==> config.mk <==
export PLATFORM = sky130hd
export DESIGN_NAME = one_bit_linear_chirp_generator_top_flat
export DESIGN_NICKNAME = d
export VERILOG_FILES = /design/src/rtl/olcg_pkg.sv /design/src/rtl/olcg_intf.sv /design/src/rtl/olcg_sweep.sv /design/src/rtl/one_bit_linear_chirp_generator_top.sv /design/src/flat_wrapper.sv
export VERILOG_INCLUDE_DIRS = /design/src /design/src/rtl
export SDC_FILE = /design/constraint.sdc
export NUM_CORES = 2
export LEC_CHECK = 0
export BUFFER_PORTS_ARGS = -buffer_cell sky130_fd_sc_hd__buf_2
export CAP_MARGIN = 20
export CELL_PAD_IN_SITES_DETAIL_PLACEMENT = 0
export CELL_PAD_IN_SITES_GLOBAL_PLACEMENT = 1
export CORE_MARGIN = 5
export CORE_UTILIZATION = 50
export DETAILED_ROUTE_END_ITERATION = 8
export PLACE_DENSITY_LB_ADDON = 0.1
export RECOVER_POWER = 50
export SLEW_MARGIN = 5
export SYNTH_ARGS = -nofsm -noshare
export SYNTH_HDL_FRONTEND = slang
export SYNTH_SLANG_ARGS = --single-unit
==> constraint.sdc <==
create_clock -name i_clk -period 30.5 [get_ports i_clk]
set_clock_uncertainty 0.1 [all_clocks]
set_input_delay 6.1 -clock i_clk [delete_from_list [all_inputs] [get_ports i_clk]]
set_output_delay 6.1 -clock i_clk [all_outputs]
set_load 0.01 [all_outputs]
==> src/rtl/one_bit_linear_chirp_generator_top_defines.svh <==
// assertion macros for the one-bit chirp generator
// used by the top level; expects i_clk and i_rst_n in the including scope
`ifndef ONE_BIT_LINEAR_CHIRP_GENERATOR_TOP_DEFINES_SVH
`define ONE_BIT_LINEAR_CHIRP_GENERATOR_TOP_DEFINES_SVH

`ifndef SYNTH

// checked only while out of reset
`define OLCG_ASSERT(lbl, prop, msg) \
    lbl: assert property (@(posedge i_clk) disable iff (!i_rst_n) prop) else $error(msg);

// checked at every edge, reset included
`define OLCG_ASSERT_RST(lbl, prop, msg) \
    lbl: assert property (@(posedge i_clk) prop) else $error(msg);

`else

`define OLCG_ASSERT(lbl, prop, msg)
`define OLCG_ASSERT_RST(lbl, prop, msg)

`endif

`endif

==> src/rtl/olcg_pkg.sv <==
// shared types, constants and helpers for the one-bit chirp generator
// no dependencies; imported by the interfaces and all modules
`timescale 1ns / 1ps

package olcg_pkg;

    localparam int INC_W     = 48;
    localparam int PHASE_W   = 32;
    localparam int BYTE_W    = 8;
    localparam int COUNT_W   = 12;
    localparam int IDX_W     = 11;
    localparam int CFG_IDX_W = 2;
    localparam int MAX_BYTES = 2048;

    localparam logic [COUNT_W-1:0] COUNT_RESET = COUNT_W'(1250);

    // configuration register indexes
    typedef enum logic [CFG_IDX_W-1:0] {
        REG_START_INC  = 2'd0,
        REG_STEP       = 2'd1,
        REG_BYTE_COUNT = 2'd2
    } t_reg_idx;

    // step multiples 1x..8x, entry k holds (k+1) * step
    typedef logic [BYTE_W-1:0][INC_W-1:0] t_step_tab;

    typedef struct packed {
        logic               start;
        logic [PHASE_W-1:0] phase;
        logic [INC_W-1:0]   inc;
    } t_sweep_in;

    typedef struct packed {
        logic [BYTE_W-1:0]  data_byte;
        logic [PHASE_W-1:0] phase;
        logic [INC_W-1:0]   inc;
    } t_sweep_out;

    // small constant multiples by shift and add, wrapping modulo 2^48
    function automatic t_step_tab step_table(input logic [INC_W-1:0] s);
        t_step_tab tab;
        tab[0] = s;
        tab[1] = s << 1;
        tab[2] = s + (s << 1);
        tab[3] = s << 2;
        tab[4] = (s << 2) + s;
        tab[5] = (s << 2) + (s << 1);
        tab[6] = (s << 3) - s;
        tab[7] = s << 3;
        return tab;
    endfunction

    // zero counts as one byte, large counts saturate
    function automatic logic [COUNT_W-1:0] eff_count(input logic [COUNT_W-1:0] n);
        logic [COUNT_W-1:0] r;
        if (n == '0) begin
            r = COUNT_W'(1);
        end else if (n > COUNT_W'(MAX_BYTES)) begin
            r = COUNT_W'(MAX_BYTES);
        end else begin
            r = n;
        end
        return r;
    endfunction

endpackage

==> src/rtl/olcg_intf.sv <==
// channel interfaces: request, response and configuration write
// depends on olcg_pkg
`timescale 1ns / 1ps

interface olcg_req_if import olcg_pkg::*; ();
    logic valid;
    logic ready;
    logic restart;

    modport source (output valid, output restart, input ready);
    modport sink   (input valid, input restart, output ready);
endinterface

interface olcg_rsp_if import olcg_pkg::*; ();
    logic              valid;
    logic              ready;
    logic [BYTE_W-1:0] data_byte;
    logic              last;

    modport source (output valid, output data_byte, output last, input ready);
    modport sink   (input valid, input data_byte, input last, output ready);
endinterface

interface olcg_cfg_if import olcg_pkg::*; ();
    logic                 valid;
    logic                 ready;
    logic [CFG_IDX_W-1:0] index;
    logic [INC_W-1:0]     data;

    modport source (output valid, output index, output data, input ready);
    modport sink   (input valid, input index, input data, output ready);
endinterface

==> src/rtl/olcg_sweep.sv <==
// eight-bit sweep datapath: one byte of chirp bits and the next phase/increment
// depends on olcg_pkg; purely combinational, registered by the top level
`timescale 1ns / 1ps

module olcg_sweep import olcg_pkg::*; (
    input  t_sweep_in  i_state,
    input  t_step_tab  i_step_tab,
    input  logic [INC_W-1:0] i_start_inc,
    output t_sweep_out o_result
);

    logic [INC_W-1:0]   inc0;
    logic [PHASE_W-1:0] phase0;
    logic [BYTE_W-1:0][INC_W-1:0]   inc_k;
    logic [BYTE_W-1:0][PHASE_W-1:0] term;
    logic [BYTE_W-1:0][PHASE_W-1:0] psum;
    logic [PHASE_W-1:0] s01, s23, s45, s67, s03, s47, s46;
    logic [BYTE_W-1:0]  bits;
    logic [PHASE_W-1:0] phase_b;

    // chirp start reloads phase and increment
    assign inc0   = i_state.start ? i_start_inc : i_state.inc;
    assign phase0 = i_state.start ? '0 : i_state.phase;

    // increment after each bit, in parallel from the step multiples
    always_comb begin
        for (int k = 0; k < BYTE_W; k++) begin
            inc_k[k] = inc0 + i_step_tab[k];
            term[k]  = inc_k[k][INC_W-1 -: PHASE_W];
        end
    end

    // prefix sums of the phase terms, three adder levels
    assign s01 = term[0] + term[1];
    assign s23 = term[2] + term[3];
    assign s45 = term[4] + term[5];
    assign s67 = term[6] + term[7];
    assign s03 = s01 + s23;
    assign s47 = s45 + s67;
    assign s46 = s45 + term[6];

    always_comb begin
        psum[0] = term[0];
        psum[1] = s01;
        psum[2] = s01 + term[2];
        psum[3] = s03;
        psum[4] = s03 + term[4];
        psum[5] = s03 + s45;
        psum[6] = s03 + s46;
        psum[7] = s03 + s47;
    end

    // bit is one while the phase sits in the first half turn
    always_comb begin
        phase_b = '0;
        bits    = '0;
        for (int b = 0; b < BYTE_W; b++) begin
            if (b == 0) begin
                phase_b = phase0;
            end else begin
                phase_b = phase0 + psum[b-1];
            end
            bits[BYTE_W-1-b] = ~phase_b[PHASE_W-1];
        end
    end

    assign o_result.data_byte = bits;
    assign o_result.phase     = phase0 + psum[BYTE_W-1];
    assign o_result.inc       = inc_k[BYTE_W-1];

endmodule

==> src/rtl/one_bit_linear_chirp_generator_top.sv <==
// top level of the one-bit linear chirp generator
// depends on olcg_pkg, olcg_intf, olcg_sweep and the assertion macro header
//
// usage:
//   i_cfg  - register writes (index 0 start increment, 1 signed step, 2 byte
//            count); always ready; user writes only while idle, unchecked
//   i_req  - one beat per wanted byte; restart = 1 begins a new chirp
//   o_rsp  - one beat per request: data_byte (earliest bit in bit 7) and
//            last on the final byte of the chirp
// timing:
//   a request is accepted in the cycle it is presented while ready; its byte
//   is registered into the output queue and goes out after any waiting byte;
//   one byte per cycle while o_rsp.ready holds, as the eight-bit sweep is one
//   pass of the sweep adders between state registers; the two-entry output
//   queue behind the datapath still takes a request while one byte waits;
//   i_req.ready drops only when both entries are held by a stalled receiver
// reset:
//   phase, increment and byte index clear, count returns to 1250 bytes,
//   the output queue empties; the first request starts a chirp
`timescale 1ns / 1ps
`include "one_bit_linear_chirp_generator_top_defines.svh"

module one_bit_linear_chirp_generator_top import olcg_pkg::*; (
    input  logic               i_clk,
    input  logic               i_rst_n,
    olcg_cfg_if.sink           i_cfg,
    olcg_req_if.sink           i_req,
    olcg_rsp_if.source         o_rsp
);

    // configuration registers
    logic [INC_W-1:0]   r_start_inc;
    t_step_tab          r_step_tab;
    logic [COUNT_W-1:0] r_count_eff;

    // chirp state
    logic [PHASE_W-1:0] r_phase;
    logic [INC_W-1:0]   r_inc;
    logic [IDX_W-1:0]   r_byte_index;

    // output queue
    logic [1:0][BYTE_W-1:0] r_q_byte;
    logic [1:0]             r_q_last;
    logic                   r_wr_ptr;
    logic                   r_rd_ptr;
    logic [1:0]             r_cnt;

    logic               cfg_acc;
    logic               in_acc;
    logic               out_acc;
    logic               start;
    logic [IDX_W-1:0]   idx_cur;
    logic [COUNT_W-1:0] idx_next;
    logic               n_last;
    t_sweep_in          sweep_in;
    t_sweep_out         sweep_out;

    assign cfg_acc     = i_cfg.valid && i_cfg.ready;
    assign in_acc      = i_req.valid && i_req.ready;
    assign out_acc     = o_rsp.valid && o_rsp.ready;
    assign i_cfg.ready = 1'b1;

    // configuration writes
    always_ff @(posedge i_clk) begin
        if (!i_rst_n) begin
            r_start_inc <= '0;
            r_step_tab  <= '0;
            r_count_eff <= COUNT_RESET;
        end else if (cfg_acc) begin
            unique case (t_reg_idx'(i_cfg.index))
                REG_START_INC:  r_start_inc <= i_cfg.data;
                REG_STEP:       r_step_tab  <= step_table(i_cfg.data);
                REG_BYTE_COUNT: r_count_eff <= eff_count(i_cfg.data[COUNT_W-1:0]);
                default: begin
                end
            endcase
        end
    end

    // chirp start on request or after the final byte
    assign start    = i_req.restart || (r_byte_index == '0);
    assign idx_cur  = start ? '0 : r_byte_index;
    assign idx_next = {1'b0, idx_cur} + COUNT_W'(1);
    assign n_last   = (idx_next >= r_count_eff);

    assign sweep_in.start = start;
    assign sweep_in.phase = r_phase;
    assign sweep_in.inc   = r_inc;

    olcg_sweep u_sweep (
        .i_state     (sweep_in),
        .i_step_tab  (r_step_tab),
        .i_start_inc (r_start_inc),
        .o_result    (sweep_out)
    );

    // state update per accepted beat
    always_ff @(posedge i_clk) begin
        if (!i_rst_n) begin
            r_phase      <= '0;
            r_inc        <= '0;
            r_byte_index <= '0;
        end else if (in_acc) begin
            r_phase      <= sweep_out.phase;
            r_inc        <= sweep_out.inc;
            r_byte_index <= n_last ? '0 : idx_next[IDX_W-1:0];
        end
    end

    // output queue control
    always_ff @(posedge i_clk) begin
        if (!i_rst_n) begin
            r_wr_ptr <= 1'b0;
            r_rd_ptr <= 1'b0;
            r_cnt    <= '0;
        end else begin
            if (in_acc) begin
                r_wr_ptr <= ~r_wr_ptr;
            end
            if (out_acc) begin
                r_rd_ptr <= ~r_rd_ptr;
            end
            if (in_acc && !out_acc) begin
                r_cnt <= r_cnt + 2'd1;
            end else if (!in_acc && out_acc) begin
                r_cnt <= r_cnt - 2'd1;
            end
        end
    end

    // output queue payload
    always_ff @(posedge i_clk) begin
        if (in_acc) begin
            r_q_byte[r_wr_ptr] <= sweep_out.data_byte;
            r_q_last[r_wr_ptr] <= n_last;
        end
    end

    assign i_req.ready     = (r_cnt != 2'd2);
    assign o_rsp.valid     = (r_cnt != 2'd0);
    assign o_rsp.data_byte = r_q_byte[r_rd_ptr];
    assign o_rsp.last      = r_q_last[r_rd_ptr];

    // checks
    `OLCG_ASSERT_RST(a_rst_empty, !i_rst_n |=> !o_rsp.valid, "output valid right after reset")
    `OLCG_ASSERT(a_push_count, (in_acc && !out_acc) |=> (r_cnt == $past(r_cnt) + 2'd1),
        "queue count did not follow a push")
    `OLCG_ASSERT(a_last_clears, (in_acc && n_last) |=> (r_byte_index == '0),
        "byte index not cleared after final byte")
    `OLCG_ASSERT(a_start_bit, (in_acc && start) |-> sweep_out.data_byte[BYTE_W-1],
        "chirp start byte does not begin with a one bit")
    `OLCG_ASSERT(a_ptr_count, (r_cnt == 2'd0) |-> (r_wr_ptr == r_rd_ptr),
        "queue pointers apart while empty")

endmodule

==> src/flat_wrapper.sv <==
// flat-port wrapper written by rule: the top's interface ports become plain ports
module one_bit_linear_chirp_generator_top_flat import olcg_pkg::*;
  (i_clk, i_rst_n, i_cfg_valid, i_cfg_index, i_cfg_data, i_cfg_ready, i_req_valid, i_req_restart, i_req_ready, o_rsp_valid, o_rsp_data_byte, o_rsp_last, o_rsp_ready);
  olcg_cfg_if i_cfg_i ();
  olcg_req_if i_req_i ();
  olcg_rsp_if o_rsp_i ();
  input  logic i_clk;
  input  logic i_rst_n;
  input wire logic [$bits(i_cfg_i.valid)-1:0] i_cfg_valid;
  input wire logic [$bits(i_cfg_i.index)-1:0] i_cfg_index;
  input wire logic [$bits(i_cfg_i.data)-1:0] i_cfg_data;
  output wire logic [$bits(i_cfg_i.ready)-1:0] i_cfg_ready;
  input wire logic [$bits(i_req_i.valid)-1:0] i_req_valid;
  input wire logic [$bits(i_req_i.restart)-1:0] i_req_restart;
  output wire logic [$bits(i_req_i.ready)-1:0] i_req_ready;
  output wire logic [$bits(o_rsp_i.valid)-1:0] o_rsp_valid;
  output wire logic [$bits(o_rsp_i.data_byte)-1:0] o_rsp_data_byte;
  output wire logic [$bits(o_rsp_i.last)-1:0] o_rsp_last;
  input wire logic [$bits(o_rsp_i.ready)-1:0] o_rsp_ready;
  assign i_cfg_i.valid = i_cfg_valid;
  assign i_cfg_i.index = i_cfg_index;
  assign i_cfg_i.data = i_cfg_data;
  assign i_cfg_ready = i_cfg_i.ready;
  assign i_req_i.valid = i_req_valid;
  assign i_req_i.restart = i_req_restart;
  assign i_req_ready = i_req_i.ready;
  assign o_rsp_valid = o_rsp_i.valid;
  assign o_rsp_data_byte = o_rsp_i.data_byte;
  assign o_rsp_last = o_rsp_i.last;
  assign o_rsp_i.ready = o_rsp_ready;
  one_bit_linear_chirp_generator_top u_core (.i_clk(i_clk), .i_rst_n(i_rst_n), .i_cfg(i_cfg_i), .i_req(i_req_i), .o_rsp(o_rsp_i));
endmodule
### Yosys cells after proc, flatten, opt, wreduce, memory -nomap -nowiden

Index checks and enable logic that the tools add are counted.

* input bits: 56
* output and inout port bits: 12
* flip-flop bits (word level): 551

* reductions and logical operators: 16
* add/subtract/negate cells: 35
* order comparisons: 5
* equality and inequality tests: 3
* multiplexer cells: 18
* bitwise logic cells: 10

Operator list (number)
* $add A32 B32 Y32: 20
* $add A48 B48 Y48: 11
* $mux W48: 1
* $sub A48 B48 Y48: 1
* $mux W32: 1
* $mux W12: 2
* $mux W8: 3
* $mux W11: 2
* $bwmux W16: 1
* $add A11 B1 Y12 const B: 1
* $ge A12 B12 Y1: 1
* $gt A12 B12 Y1 const B: 1
* $logic_not A12 Y1: 1
* $logic_not A11 Y1: 1
* $not A1 Y1: 10
* $demux W8 S1: 1
* $reduce_and A2 Y1: 3
* $logic_and A1 B1 Y1: 5
* $lt A1 B2 Y1 const B: 2
* $mux W2: 2
* $reduce_bool A2 Y1: 2
* $mux W1: 3
* $add A2 B1 Y2 const B: 1
* $bwmux W2: 1
* 9 further kinds: 10

### Depth between registers and ports, before layout

* word-level depth: 10
* mapped depth: 60
* mapped depth without buffers: 58

### Hierarchy

From an unflattened synthesis, not the netlist that was laid out.

* cell total of the unflattened synthesis: 6472
* area total of the unflattened synthesis: 52245.1 sq um

Modules (own cells, without submodules)
* olcg_sweep: sequential area each 0.0 sq um, instances 1, area each 31171.1 sq um, cells each 3831
* one_bit_linear_chirp_generator_top: sequential area each 7387.1 sq um, instances 1, area each 21074.0 sq um, cells each 2641

### Worst setup path after synthesis

Ideal clock, no wire load.

* path kind: input-to-reg
* from: in i_req_restart
* to: reg u_core.r_phase[31]
* required time: 30267 ps
* slack: 12919 ps
* arrival time: 17348 ps
* path buffers: 2
* stages: 54
* library setup time: 133 ps
* cell sequence: a31oi_1 clkbuf_1 clkbuf_1 nand2_1 nand2_1 ha_1 a2111oi_0 o21ai_0 a221oi_1 a21oi_1 o21a_1 nor3_1 nor2_1 ha_1 fa_1 a21oi_1 nor2_1 nor2_1 [... 18 more ...] nor3_1 xnor2_1 fa_1 fa_1 inv_1 ha_1 or2_2 a21oi_1 a31oi_1 a41o_1 nor4_1 a211oi_1 a41o_1 o41ai_1 xnor2_1 xnor2_1 xnor2_1 a21oi_1

* word-level cells in the longest chain between the ends: 7
* elaborated cells on any way between the ends: 19

Ends and longest elaborated chain
* from (decl): RTL line flat_wrapper.sv:14 `input wire logic [$bits(i_req_i.restart)-1:0] i_req_restart;`
* $logic_or A1 B1 Y1 *: RTL line one_bit_linear_chirp_generator_top.sv:81 `assign start = i_req.restart || (r_byte_index == '0);`
* $mux W48: RTL line olcg_sweep.sv:22 `assign inc0 = i_state.start ? i_start_inc : i_state.inc;`
* $add A48 B48 Y48: RTL line olcg_sweep.sv:28 `inc_k[k] = inc0 + i_step_tab[k];`
* $add A32 B32 Y32 (on tied branches)
* $add A32 B32 Y32 (on tied branches): RTL line olcg_sweep.sv:38, olcg_sweep.sv:39
* $add A32 B32 Y32: RTL line olcg_sweep.sv:50 `psum[7] = s03 + s47;`
* $add A32 B32 Y32 *: RTL line olcg_sweep.sv:68 `assign o_result.phase = phase0 + psum[BYTE_W-1];`
* to (signal assigned): RTL line one_bit_linear_chirp_generator_top.sv:104 `r_phase <= sweep_out.phase;`
* to (decl): RTL line one_bit_linear_chirp_generator_top.sv:37 `logic [PHASE_W-1:0] r_phase;`

Mark *: on every way between the ends. The rest lies on a longest branch, timed or not.
A chain may end at the register's enable or synchronous reset.

### Worst setup path in the final report

Same ends and word-level chain as after synthesis.

==> impl_metrics.ini <==
[job]
cap_violations = 9

[power]
p_total_mw = 2.56
p_sw_frac = 0.438
combPwrFrac = 0.537
p_sw_mw = 1.12
ir_drop_uv = 55.1
seqPwrFrac = 0.216
clkPwrFrac = 0.247
p_int_mw = 1.44
p_leak_nw = 26.8
power.density_nw_per_um2 = 49.1

[floorplan]
dieArea_um2 = 104000
fp.coreArea_um2 = 96700
die_h_um = 322
rows = 114
start_util = 0.505
ioPinCount = 68
die_w_um = 322

[placement]
dp_slack_ns = 10.27
dp.cells = 7433
place.gp.congestion = 0.984
numPortBuffers = 66
placed_area_um2 = 50400
hpwlAfterDp_mm = 132

[sta]
worst_hold_slack_ns = 0.350
hold_viol = 0
layout_min_cycle_time_ns = 20.20
period_share = 0.662
fmax_ghz = 0.0495
worst_slack_ns = 10.30
report.final.slew_viol_count = 516
rsz0062_at_grt = no
tns_ns = 0
setup_viol = 0
tightest_slew_ns = 4.08
relSlewSlack = -1.72

[yosys]
avgSynthCellArea_um2 = 7.86
synth_cell_type_count = 102
synth_area_leaders = ha_1, dfxtp_1, fa_1, a21oi_1, nand2_1
yosys_warnings = 0
synth_top_family_by_area = adder cells
synth_adder_area_share = 0.307
synth_seq_cells = 360
synth_top_area_cell = ha_1
yosysSeqAreaShare = 0.151
synthArstFlopShare = 0
synth_compound_area_frac = 0.214
yosys-top-cells-count = ha_1, nand2_1, a21oi_1
synth_ff_type = dfxtp_1
synthSimpleGateAreaFrac = 0.187
syn_area_um2 = 48800
synthXorXnorAreaFrac = 0.0862
syn_inst = 6209
synth.net_count = 7334
muxShareOfSynthArea = 0.00359
yosys.area.top_type_share = 0.220
synth_edf_count = 18
yosysMostFrequentCell = ha_1

[critical_path]
crit_path_start = i_req_restart
r2r_start = u_core.r_byte_index[3]
cp_data_arrival_time_ns = 20.60
crit_path_top_delay_cell = clkbuf_1
slowest_delay_ns = 1.27
crit_path_frequent_cell = a21oi_1
critPathKind = in -> reg
cp.required_ns = 30.90
path_max_fanout = 19
startpoint_type = primary input
cp-end-kind = register

[drt]
totalWireLength_mm = 164
first_iter_violations = 3516
drc_errors = 0
routed_via_density = 5.80
routedWlPerCell_um = 21.8
vias = 43700
drtPass1Iterations = 5
drt.antenna.violating_nets = 0

[clock_network]
cts_hold_buffers = 0
clk_pin_slew_ns = 0.05
cts_sinks = 360
clkLatencyLatePin_ns = 0.65
cts_buffers = 48
cts_buffer_depth = 3
cts-htree-levels = 2
cts_resized = 0
cts_setup_buffers = 0
root_buffer = clkbuf_16
cts_tree = done

[worst_hold_path]
hp-class = reg -> reg
worstHoldStart = u_core.r_phase[29]

[cells_and_area]
final_area_um2 = 52100
drive_gt1_frac = 0.0357
layout.cells.non_filler = 7527
area_delta_synth_final_pct = 6.76
finalNetCount = 7333
final_util = 0.539

[global_routing]
grt.total_usage = 0.310
antenna_found_initial = 5
grt_first_pass_wirelength_mm = 252
grt_max_degree = 109
grt_pass1_vias = 41300
grt.overflow.total = 0

[outcome]
status = finished with violations
failed_checks = capacitance limit, slew limit
kinds of logic (layout without fill, tap and decap cells):
family	Yosys count	after routing
other	1	6
AND/OR/NAND/NOR	1969	1969
AO/OA/AOI/OAI	1670	1670
adder cells (fa/ha/maj)	1070	1070
XOR/XNOR	470	470
flip-flops	360	360
buffers and inverters	653	690
multiplexers	16	16
layer usage:
metal	GRT usage	vias up	part of all wire
met2	0.496	1117	0.43
met5	0	-	0
met3	0.0365	224	0.059
met1	0.444	20500	0.47
li1	-	21800	-
met4	0.0888	0	0.033
power groups by stage:
stage                     sequential [mW]  combinational [mW]  clock [mW]
after CTS                           0.552                1.37       0.644
after global routing                0.556                1.55       0.659
after floorplan                     0.545                1.02           0
final                               0.553                1.37       0.631
after detailed placement            0.562                1.36           0
after global placement              0.562                1.34           0
worst paths after layout:
kind / slack (ns) / to / cells past startpoint
max: 10.30 / u_core.r_phase[31] / 54
min reg2reg: 0.35 / u_core.r_phase[29] / 2
min: 0.35 / u_core.r_phase[29] / 2
max reg2reg: 15.19 / u_core.r_phase[31] / 54
registers in the layout, summed over array words and instances, names as in the netlist:
name and flops:
u_core.r_inc 48, u_core.r_count_eff 12, u_core.r_cnt 2, u_core.r_q_byte 16
u_core.r_rd_ptr 1, u_core.r_wr_ptr 1, u_core.r_phase 32, u_core.r_step_tab 187
u_core.r_byte_index 11, u_core.r_start_inc 48, u_core.r_q_last 2
critical path: cells and delay by family:
| kind | cells | cell delay [ns] |
|---|---|---|
| buffers and inverters | 4 | 1.66 |
| AOI/OAI and AO/OA | 25 | 6.05 |
| and+or+nand+nor | 13 | 2.54 |
| xor gates and xnor gates | 4 | 0.98 |
| adders and majority gates | 8 | 3.26 |
placed cells by master (no fill, tap or decap), drive strengths merged, types with 13 or more instances in the layout:
cell,instances
or2,20
edfxtp,18
xor2,144
a211oi,36
a21oi,692
a221oi,17
o31ai,22
nand2b,100
a21o,262
a211o,20
or3,48
o211ai,35
clkinv,14
a31oi,41
nor3,113
o21ai,256
nor2b,113
ha,856
o21a,79
clkbuf,82
and4,13
dfxtp,342
xnor2,322
nand2,819
nor2,398
inv,515
and3,47
o21bai,61
and2,49
nand4,80
fa,213
a21boi,18
buf,70
nand3,120
nor4,14
area by class of cell:
| class | instances | area (um2) |
|---|---|---|
| Antenna cell | 5 | 12.5 |
| Clock buffer | 64 | 1410 |
| Clock inverter | 24 | 327 |
| Fill cell | 9475 | 44600 |
| Inverter | 514 | 1930 |
| Multi-Input combinational cell | 5196 | 39000 |
| Sequential cell | 360 | 7390 |
| Tap cell | 1276 | 1600 |
| Timing Repair Buffer | 88 | 453 |
No activity file was read; power rests on OpenSTA's default activity.
